File: src/rtl/assert_macros.svh
// Assertion macros shared by the averager RTL.
`ifndef ASSERT_MACROS_SVH
`define ASSERT_MACROS_SVH

// Checked at every rising edge outside reset.
`define TMSA_ASSERT(lbl, prop, msg) \
  lbl: assert property (@(posedge clk) disable iff (rst) prop) else $error(msg);

// Checked at every rising edge, reset included.
`define TMSA_ASSERT_ALWAYS(lbl, prop, msg) \
  lbl: assert property (@(posedge clk) prop) else $error(msg);

`endif

File: src/rtl/tmsa_pkg.sv
// Types and constants of the trimmed mean sample averager.
`default_nettype none

package tmsa_pkg;

  localparam int SAMPLE_BITS  = 16;
  localparam int COUNT_BITS   = 7;
  localparam int SUM_BITS     = SAMPLE_BITS + COUNT_BITS;
  localparam int STEP_BITS    = $clog2(SUM_BITS);
  localparam int SETTLE_COUNT = 4;
  localparam int TRIM_OFFSET  = 6;
  localparam int MIN_COUNT    = 7;
  localparam int RESET_COUNT  = 20;

  typedef struct packed {
    logic accept;
    logic load_div;
    logic div_step;
    logic write_out;
  } cmd_t;

  typedef struct packed {
    logic is_last;
    logic div_last;
  } sts_t;

endpackage

`default_nettype wire

File: src/rtl/tmsa_channel_if.sv
// Valid/ready channel interfaces for samples and averages.
`default_nettype none

interface tmsa_sample_if;
  logic                             valid;
  logic                             ready;
  logic [tmsa_pkg::SAMPLE_BITS-1:0] sample;
  modport source (output valid, output sample, input ready);
  modport sink (input valid, input sample, output ready);
endinterface

interface tmsa_average_if;
  logic                             valid;
  logic                             ready;
  logic [tmsa_pkg::SAMPLE_BITS-1:0] average;
  modport source (output valid, output average, input ready);
  modport sink (input valid, input average, output ready);
endinterface

`default_nettype wire

File: src/rtl/tmsa_ctrl.sv
// Controller: sequences sample intake, trim, division and result hand-off.
`default_nettype none
`include "assert_macros.svh"

module tmsa_ctrl (
  input  wire logic           clk,
  input  wire logic           rst,
  input  wire logic           in_valid,
  output logic                in_ready,
  output logic                out_valid,
  input  wire logic           out_ready,
  input  wire tmsa_pkg::sts_t sts,
  output tmsa_pkg::cmd_t      cmd
);

  localparam logic [1:0] S_IDLE = 2'd0;
  localparam logic [1:0] S_TRIM = 2'd1;
  localparam logic [1:0] S_DIV  = 2'd2;
  localparam logic [1:0] S_DONE = 2'd3;

  logic [1:0] state;
  logic [1:0] state_next;
  logic       out_free;

  assign out_free = !out_valid || out_ready;
  assign in_ready = (state == S_IDLE);

  always_comb begin
    state_next    = state;
    cmd.accept    = 1'b0;
    cmd.load_div  = 1'b0;
    cmd.div_step  = 1'b0;
    cmd.write_out = 1'b0;
    case (state)
      S_IDLE: begin
        cmd.accept = in_valid;
        if (in_valid && sts.is_last) begin
          state_next = S_TRIM;
        end
      end
      S_TRIM: begin
        cmd.load_div = 1'b1;
        state_next   = S_DIV;
      end
      S_DIV: begin
        cmd.div_step = 1'b1;
        if (sts.div_last) begin
          state_next = S_DONE;
        end
      end
      S_DONE: begin
        // The previous average may still be waiting on the output side.
        if (out_free) begin
          cmd.write_out = 1'b1;
          state_next    = S_IDLE;
        end
      end
      default: begin
        state_next = S_IDLE;
      end
    endcase
  end

  always_ff @(posedge clk) begin
    if (rst) begin
      state     <= S_IDLE;
      out_valid <= 1'b0;
    end else begin
      state <= state_next;
      if (cmd.write_out) begin
        out_valid <= 1'b1;
      end else if (out_ready) begin
        out_valid <= 1'b0;
      end
    end
  end

  `TMSA_ASSERT(a_no_overwrite, cmd.write_out |-> (!out_valid || out_ready), "average overwritten")
  `TMSA_ASSERT(a_trim_then_div, state == S_TRIM |=> state == S_DIV, "trim not followed by divide")

endmodule

`default_nettype wire

File: src/rtl/tmsa_datapath.sv
// Datapath: block count register, sum and extremes, and the serial divider.
`default_nettype none
`include "assert_macros.svh"

module tmsa_datapath (
  input  wire logic                             clk,
  input  wire logic                             rst,
  input  wire logic                             cfg_we,
  input  wire logic [tmsa_pkg::COUNT_BITS-1:0]  cfg_wdata,
  input  wire logic [tmsa_pkg::SAMPLE_BITS-1:0] sample,
  input  wire tmsa_pkg::cmd_t                   cmd,
  output tmsa_pkg::sts_t                        sts,
  output logic [tmsa_pkg::SAMPLE_BITS-1:0]      average
);

  localparam int CB = tmsa_pkg::COUNT_BITS;
  localparam int SB = tmsa_pkg::SAMPLE_BITS;
  localparam int WB = tmsa_pkg::SUM_BITS;
  localparam int TB = tmsa_pkg::STEP_BITS;

  logic [CB-1:0] block_count;
  logic [CB-1:0] sample_index;
  logic [WB-1:0] running_sum;
  logic [SB-1:0] largest_seen;
  logic [SB-1:0] smallest_seen;
  logic [WB-1:0] quotient;
  logic [CB-1:0] remainder;
  logic [CB-1:0] divisor;
  logic [TB-1:0] step;

  logic [CB:0]   index_inc;
  logic          settled;
  logic [SB:0]   extremes;
  logic [WB-1:0] extremes_wide;
  logic [WB-1:0] trimmed;
  logic [CB:0]   trial;
  logic [CB:0]   trial_diff;
  logic          fits;
  logic          saturate;
  logic [CB-1:0] cfg_clamped;

  assign index_inc     = {1'b0, sample_index} + (CB+1)'(1);
  assign sts.is_last   = index_inc >= {1'b0, block_count};
  assign settled       = sample_index >= CB'(tmsa_pkg::SETTLE_COUNT);
  assign extremes      = {1'b0, largest_seen} + {1'b0, smallest_seen};
  assign extremes_wide = WB'(extremes);
  assign trimmed       = (running_sum >= extremes_wide) ? running_sum - extremes_wide : '0;
  assign cfg_clamped   = (cfg_wdata < CB'(tmsa_pkg::MIN_COUNT)) ?
                         CB'(tmsa_pkg::MIN_COUNT) : cfg_wdata;

  // Restoring division, one quotient bit per step, dividend bits shift out of the top.
  assign trial        = {remainder, quotient[WB-1]};
  assign fits         = trial >= {1'b0, divisor};
  assign trial_diff   = trial - {1'b0, divisor};
  assign sts.div_last = (step == TB'(WB - 1));
  assign saturate     = |quotient[WB-1:SB];

  always_ff @(posedge clk) begin
    if (rst) begin
      block_count   <= CB'(tmsa_pkg::RESET_COUNT);
      sample_index  <= '0;
      running_sum   <= '0;
      largest_seen  <= '0;
      smallest_seen <= '1;
    end else begin
      if (cfg_we) begin
        block_count <= cfg_clamped;
      end
      if (cmd.accept) begin
        if (settled) begin
          running_sum <= running_sum + WB'(sample);
          if (sample > largest_seen) begin
            largest_seen <= sample;
          end
          if (sample < smallest_seen) begin
            smallest_seen <= sample;
          end
        end
        if (!sts.is_last) begin
          sample_index <= index_inc[CB-1:0];
        end
      end
      if (cmd.load_div) begin
        sample_index  <= '0;
        running_sum   <= '0;
        largest_seen  <= '0;
        smallest_seen <= '1;
      end
    end
  end

  always_ff @(posedge clk) begin
    if (cmd.load_div) begin
      quotient  <= trimmed;
      remainder <= '0;
      divisor   <= block_count - CB'(tmsa_pkg::TRIM_OFFSET);
      step      <= '0;
    end
    if (cmd.div_step) begin
      quotient  <= {quotient[WB-2:0], fits};
      remainder <= fits ? trial_diff[CB-1:0] : trial[CB-1:0];
      step      <= step + TB'(1);
    end
    if (cmd.write_out) begin
      average <= saturate ? '1 : quotient[SB-1:0];
    end
  end

  `TMSA_ASSERT(a_count_legal, block_count >= CB'(tmsa_pkg::MIN_COUNT), "block count below minimum")
  `TMSA_ASSERT(a_settle_clear,
    settled == 1'b0 |-> (running_sum == '0 && largest_seen == '0 && smallest_seen == '1),
    "settling samples reached the accumulators")
  `TMSA_ASSERT(a_rem_bound, cmd.div_step |-> remainder < divisor, "divider remainder out of range")

endmodule

`default_nettype wire

File: src/rtl/trimmed_mean_sample_averager.sv
// Trimmed mean averager: sum of settled samples less max and min, over count minus six.
// Timing: a non-final sample is accepted while idle; the final sample of a block leads to
// its average in the output register through trim, a 23-step divide and the load, in that order.
// Intake: no sample is taken until that average is loaded; the load waits for the previous one.
// Reset (rst, synchronous): block count 20, index and sum zero, extremes cleared, no output.
`default_nettype none

module trimmed_mean_sample_averager (
  input  wire logic                            clk,
  input  wire logic                            rst,
  input  wire logic                            cfg_we,
  input  wire logic [tmsa_pkg::COUNT_BITS-1:0] cfg_wdata,
  tmsa_sample_if.sink                          sample_ch,
  tmsa_average_if.source                       average_ch
);

  tmsa_pkg::cmd_t cmd;
  tmsa_pkg::sts_t sts;

  tmsa_ctrl u_ctrl (
    .clk       (clk),
    .rst       (rst),
    .in_valid  (sample_ch.valid),
    .in_ready  (sample_ch.ready),
    .out_valid (average_ch.valid),
    .out_ready (average_ch.ready),
    .sts       (sts),
    .cmd       (cmd)
  );

  tmsa_datapath u_datapath (
    .clk       (clk),
    .rst       (rst),
    .cfg_we    (cfg_we),
    .cfg_wdata (cfg_wdata),
    .sample    (sample_ch.sample),
    .cmd       (cmd),
    .sts       (sts),
    .average   (average_ch.average)
  );

endmodule

`default_nettype wire

File: src/flat_wrapper.sv
// flat-port wrapper written by rule: the top's interface ports become plain ports
module trimmed_mean_sample_averager_flat 
  (clk, rst, cfg_we, cfg_wdata, sample_ch_valid, sample_ch_sample, sample_ch_ready, average_ch_valid, average_ch_average, average_ch_ready);
  tmsa_sample_if sample_ch_i ();
  tmsa_average_if average_ch_i ();
  input  wire logic clk;
  input  wire logic rst;
  input  wire logic cfg_we;
  input  wire logic [tmsa_pkg::COUNT_BITS-1:0] cfg_wdata;
  input wire logic [$bits(sample_ch_i.valid)-1:0] sample_ch_valid;
  input wire logic [$bits(sample_ch_i.sample)-1:0] sample_ch_sample;
  output wire logic [$bits(sample_ch_i.ready)-1:0] sample_ch_ready;
  output wire logic [$bits(average_ch_i.valid)-1:0] average_ch_valid;
  output wire logic [$bits(average_ch_i.average)-1:0] average_ch_average;
  input wire logic [$bits(average_ch_i.ready)-1:0] average_ch_ready;
  assign sample_ch_i.valid = sample_ch_valid;
  assign sample_ch_i.sample = sample_ch_sample;
  assign sample_ch_ready = sample_ch_i.ready;
  assign average_ch_valid = average_ch_i.valid;
  assign average_ch_average = average_ch_i.average;
  assign average_ch_i.ready = average_ch_ready;
  trimmed_mean_sample_averager u_core (.clk(clk), .rst(rst), .cfg_we(cfg_we), .cfg_wdata(cfg_wdata), .sample_ch(sample_ch_i), .average_ch(average_ch_i));
endmodule
File: config.mk
export PLATFORM = sky130hd
export DESIGN_NAME = trimmed_mean_sample_averager_flat
export DESIGN_NICKNAME = d
export VERILOG_FILES = /design/src/rtl/tmsa_pkg.sv /design/src/rtl/tmsa_channel_if.sv /design/src/rtl/tmsa_ctrl.sv /design/src/rtl/tmsa_datapath.sv /design/src/rtl/trimmed_mean_sample_averager.sv /design/src/flat_wrapper.sv
export VERILOG_INCLUDE_DIRS = /design/src /design/src/rtl
export SDC_FILE = /design/constraint.sdc
export NUM_CORES = 1
export LEC_CHECK = 0
export BUFFER_PORTS_ARGS = -buffer_cell sky130_fd_sc_hd__buf_2
export CAP_MARGIN = 20
export CORE_MARGIN = 2
export CORE_UTILIZATION = 61
export CTS_CLUSTER_DIAMETER = 120
export DETAILED_ROUTE_END_ITERATION = 10
export PLACE_DENSITY = 0.79
export SLEW_MARGIN = 15
export SYNTH_ARGS = -nofsm -noshare
export SYNTH_HDL_FRONTEND = slang
export SYNTH_SLANG_ARGS = --single-unit
File: constraint.sdc
create_clock -name clk -period 6.6 [get_ports clk]
set_clock_uncertainty 0.2 [all_clocks]
set_input_delay 1.32 -clock clk [delete_from_list [all_inputs] [get_ports clk]]
set_output_delay 1.32 -clock clk [all_outputs]
set_load 0.03 [all_outputs]
Word-level counts from Yosys, hierarchy flattened
Index checks and enable logic that the tools add are counted.

Add/sub/neg operators: 7. Order comparisons: 7. Equal/unequal tests: 7. Multiplexer cells: 20. Bitwise gates (word level): 1. Reduce and logical (&&, ||, !) cells: 13.

Operator list (count): $mux W23 (3); $mux W7 (4); $add A23 B16 Y23 (1); $ge A23 B17 Y1 (1); $sub A23 B17 Y23 (1); $add A16 B16 Y17 (1); $ge A8 B7 Y1 (2); $gt A16 B16 Y1 (1); $lt A16 B16 Y1 (1); $mux W5 (2); $reduce_and A3 Y1 (3); $add A7 B1 Y8 const B (1); $pmux W2 S4 (1); $ge A7 B3 Y1 const B (1); $lt A7 B3 Y1 const B (1); $mux W1 (7); $reduce_or A7 Y1 (1); $sub A7 B3 Y7 const B (1); $sub A7 B7 Y7 (1); $mux W2 (3); $add A5 B1 Y5 const B (1); $eq A5 B5 Y1 const B (1); $eq A2 B2 Y1 const B (2); $ne A2 B1 Y1 const B (2); other kinds (10) (12).

Bits in registers: 130. Bits of input ports: 28. Logic and storage cells: 67.

Logic depth before layout (Yosys ltp)
Depth in word-level cells: 5. Mapped depth: 19. Gate-level depth less buffers: 18.

By module
Synthesis repeated with hierarchy kept, for this count alone.

Cell total of the unflattened synthesis: 1033. Area total of the unflattened synthesis: 9143.8 um^2.

By module, submodules not included: tmsa_datapath (instances 1, cells each 1009, area each 8926.1 um^2); tmsa_ctrl (instances 1, cells each 24, area each 217.7 um^2).

Least setup slack after synthesis
Ideal clock, no wire load.

Path type: register to register. Start point: register u_core.u_datapath.largest_seen[0]. End point: register u_core.u_datapath.quotient[17], data pin. Library setup time: 0.145 ns. Arrival: 3.870 ns. Required time: 6.255 ns. Slack: 2.385 ns. Cell stages (with the launch flop): 20. Buffers on the path: 1. Path through: dfxtp_1 -> ha_1 -> inv_1 -> fa_1 -> nor2b_1 -> o31a_1 -> o2111a_1 -> nor2_1 -> a211o_1 -> o21ai_0 -> xnor2_1 -> ha_1 -> and3_1 -> buf_2 -> and3_1 -> nand4_1 -> o21a_1 -> o211a_2 -> or2_4 -> o21ai_1.

Longest elaborated chain between the ends: 5. Elaborated cells on any way between the ends: 6. Those cells by class: 2 x add/sub; 1 x order compare; 3 x mux.

Ends and longest elaborated chain: start, declared (line tmsa_datapath.sv:24) `logic [SB-1:0] largest_seen;`; start signal, assigned (line tmsa_datapath.sv:73) `largest_seen <= sample;`; $add A16 B16 Y17 (*) (line tmsa_datapath.sv:45) `assign extremes = {1'b0, largest_seen} + {1'b0, smallest_seen};`; $sub A23 B17 Y23 / $ge A23 B17 Y1 (equally long branches) (line tmsa_datapath.sv:47) `assign trimmed = (running_sum >= extremes_wide) ? running_sum - extremes_wide : '0;`; $mux W23 (*) (line tmsa_datapath.sv:47); $mux W23 (*) (line tmsa_datapath.sv:93) `if (cmd.load_div) begin`; $mux W23 (*) (line tmsa_datapath.sv:99) `if (cmd.div_step) begin`; end signal, assigned (line tmsa_datapath.sv:94) `quotient <= trimmed;`; end signal, assigned (line tmsa_datapath.sv:100) `quotient <= {quotient[WB-2:0], fits};`; end, declared (line tmsa_datapath.sv:26) `logic [WB-1:0] quotient;`.

Every way passes the cells marked *; elsewhere a longest branch is shown, timed or not. The select of a mux whose other input is x is not followed. A chain may end at the register's enable or synchronous reset.

Final worst setup path
Start point: register u_core.u_datapath.largest_seen[0]. End point: register u_core.u_datapath.quotient[20], data pin.

The elaborated chain is that of the path after synthesis.

==> results.yml <==
logic_synthesis:
  synthTopCellsByArea: "edfxtp_1, dfxtp_1, ha_1"
  yosysTopAreaCellShare_pct: 19.0
  syn_avg_cell_area_um2: 8.75
  ys_types: 72
  syn_area_um2: 9170
  ys_async_sr_fraction_pct: 0
  syn-num-nets: 1183
  synth_edf_count: 58
  yosysWarnings: 0
  yosysTopAreaCell: "edfxtp_1"
  synthCells: 1048
  ys_seq_area_share_pct: 34.7
  synth_ff_type: "dfxtp_1"
  ys_ff_latch: 130
sta:
  setup_viol: 0
  whs_ns: 0.291
  hold_viol_final: 0
  fmax_mhz: 205
  fin_tns_setup_ns: 0
  finalCriticalPeriod_ns: 4.89
  tightest_slew_ns: 0.904
  slew_violations: 0
  period_share_pct: 74.1
  relSlewSlack_pct: 39.1
  rsz0062_at_grt: "no"
clocking:
  ctsHoldBuffers: 0
  cts_resized: 0
  cts_root_buf: "clkbuf_16"
  clock_latency_ns: 0.43
  cts_setup_buffers: 0
  clock_path_buffers: 2
  numCtsBuffers: 17
  clock_sinks: 130
  path_clk_slew_ns: 0.06
  cts_tree: "yes"
  htreeDepth: 4
critical_path:
  critPathCaptureType: "flip-flop"
  critPathLaunch: "u_core.u_datapath.largest_seen[0]"
  path_class: "reg -> reg"
  cp.depth: 18
  slowest_delay_ns: 0.43
  crit_family: "compound AO/OA/AOI/OAI gates"
  crit_chain: "ha_1, inv_1, fa_1, nor2b_1, o31a_1, o2111a_1, nor2_1, a211o_1, o21ai_0, a31oi_1, ha_1, a21oi_1, nand3b_1, nor3_1, o21a_1, o211a_2, or2_4, o21ai_1"
  critPathArrivalTime_ns: 4.85
  slowest_stage: "a21oi_1"
  required_ns: 6.56
  reg2reg_depth: 18
  critPathMostFrequentCell: "ha_1"
  r2r_end: "u_core.u_datapath.quotient[20]"
  cp-endpoint: "u_core.u_datapath.quotient[20]"
  path_buf_inv: 1
  r2r_start: "u_core.u_datapath.largest_seen[0]"
  rrSetupSlack_ns: 1.71
  worstPathMaxFanout: 17
  crit_path_start_kind: "flip-flop"
hold_path:
  min_path_type: "reg -> reg"
routing:
  drt-initial-drc-count: 647
  via_per_inst: 6.10
  drc: 0
  routed_wl_mm: 21.0
  via_count: 7783
  ant_nets: 0
  firstDrtPassIters: 5
  routedWlPerCell_um: 16.5
job:
  drv_cap: 0
final_layout:
  antenna_cells: 0
  drive_gt1_share_pct: 10.9
  final_cells: 1276
  fin_area_um2: 10100
  num-nets-final: 1214
  n_fill_cell: 1140
  final_cell_mix: "ha_1, nand2_1, o21ai_0"
  final_common_cell: "ha_1"
  area_growth_pct: 10.6
global_route:
  grt_max_degree: 50
  track_usage_pct: 26.7
  antenna_found_initial: 0
  grt_pass1_wl_mm: 34.8
  grt-ovfl-total: 0
  grt_pass1_vias: 7159
floorplan:
  die_x_um: 127
  die_y_um: 127
  die_area_um2: 16000
  start_util_pct: 62.9
  rows: 44
  core_um2: 14600
  io_pins: 46
run_status:
  status: "completed"
pwr:
  ir_drop_mv: 0.174
  power_density_nw_per_um2: 198
  p_leak_nw: 4.21
placed_design:
  dp_cells: 1244
  globalplace.congestion: 0.891
  port_buffers: 45
  dp_hpwl_mm: 15.4
  placed_cell_area_um2: 9540
-- cell families (layout without fill, tap and decap cells) --
kind of cell	after synthesis	in the layout	synth area share, %
simple gates	344	344	18.5
compound gates	292	292	20.8
xor+xnor	57	57	5.44
flops	130	130	34.7
buf+inv	110	154	4.69
mux	8	8	0.873
fa+ha+maj	107	107	14.9
-- metal layers --
| layer | global-route usage, % | share of wire (%) |
|---|---|---|
| met3 | 3.92 | 5.0 |
| met1 | 38.1 | 48 |
| met2 | 42.3 | 45 |
| met5 | 0 | 0 |
| met4 | 8.08 | 1.7 |
-- area by class of cell --
type	instances	area [um^2]	share of cell area, %
clock inverters	9	100	0.987
multi-input cells	808	5590	55.1
inverters	70	263	2.59
flip-flops and latches	130	3180	31.4
clock buffers	23	500	4.93
well taps	184	230	2.27
repair buffers	52	278	2.74
-- worst min path at each step --
stage	depth (start not counted)	slack, ns	to	start
floorplan	0	0.24	u_core.u_datapath.divisor[0]	u_core.u_datapath.block_count[0]
global placement	2	0.27	u_core.u_datapath.running_sum[4]	u_core.u_datapath.running_sum[4]
detailed placement	2	0.28	u_core.u_datapath.running_sum[9]	u_core.u_datapath.running_sum[9]
CTS	2	0.29	u_core.u_datapath.running_sum[5]	u_core.u_datapath.running_sum[5]
global route	2	0.31	u_core.u_datapath.running_sum[8]	u_core.u_datapath.running_sum[8]
finish	2	0.29	u_core.u_datapath.largest_seen[7]	u_core.u_datapath.largest_seen[7]
-- Yosys cell counts, drive strengths merged, types with 9 or more instances --
cell type	instances
or2	24
a31oi	9
a211oi	10
o21ai	82
nand4	10
xor2	23
ha	103
inv	70
o21a	17
a21oi	67
nor3	21
xnor2	34
nand2b	11
o31ai	21
edfxtp	58
dfxtp	72
buf	11
or3	13
a21o	28
nand2	96
clkbuf	29
nor2	53
nand3	71
nor2b	16
-- flip-flops by register name (all words and copies together) (netlist names) --
signal                           count
u_core.u_datapath.step               5
u_core.u_datapath.sample_index       7
u_core.u_datapath.divisor            7
u_core.u_datapath.quotient          23
u_core.u_ctrl.state                  2
u_core.u_datapath.smallest_seen     16
u_core.u_datapath.running_sum       23
u_core.u_datapath.remainder          7
u_core.u_datapath.largest_seen      16
u_core.u_ctrl.out_valid              1
u_core.u_datapath.average           16
u_core.u_datapath.block_count        7
-- where the power goes --
part           switching [mW]  internal, mW  leakage, nW
combinational           0.116        0.0734         2.84
clock                   0.351         0.607        0.295
sequential             0.0118         0.852         1.08
total                   0.478          1.53         4.21
-- tightest hold or removal path: stages (launching register included) --
cell	delay, ns
dfxtp_1	0.32
nand3_1	0.06
o21ai_0	0.06
-- metrics by stage --
stage / worst slack [ns] / total power [mW] / utilization, %
2_1_floorplan: 2.38 / 1.01 / -
4_1_cts: 1.80 / 2.02 / 69.5
5_1_grt: 1.28 / 2.08 / 69.5
3_3_place_gp: 1.92 / 1.06 / 65.4
3_5_place_dp: 1.82 / 1.06 / 65.4
6_report: 1.71 / 2.01 / 69.5
(Power assumes the default switching activity.)
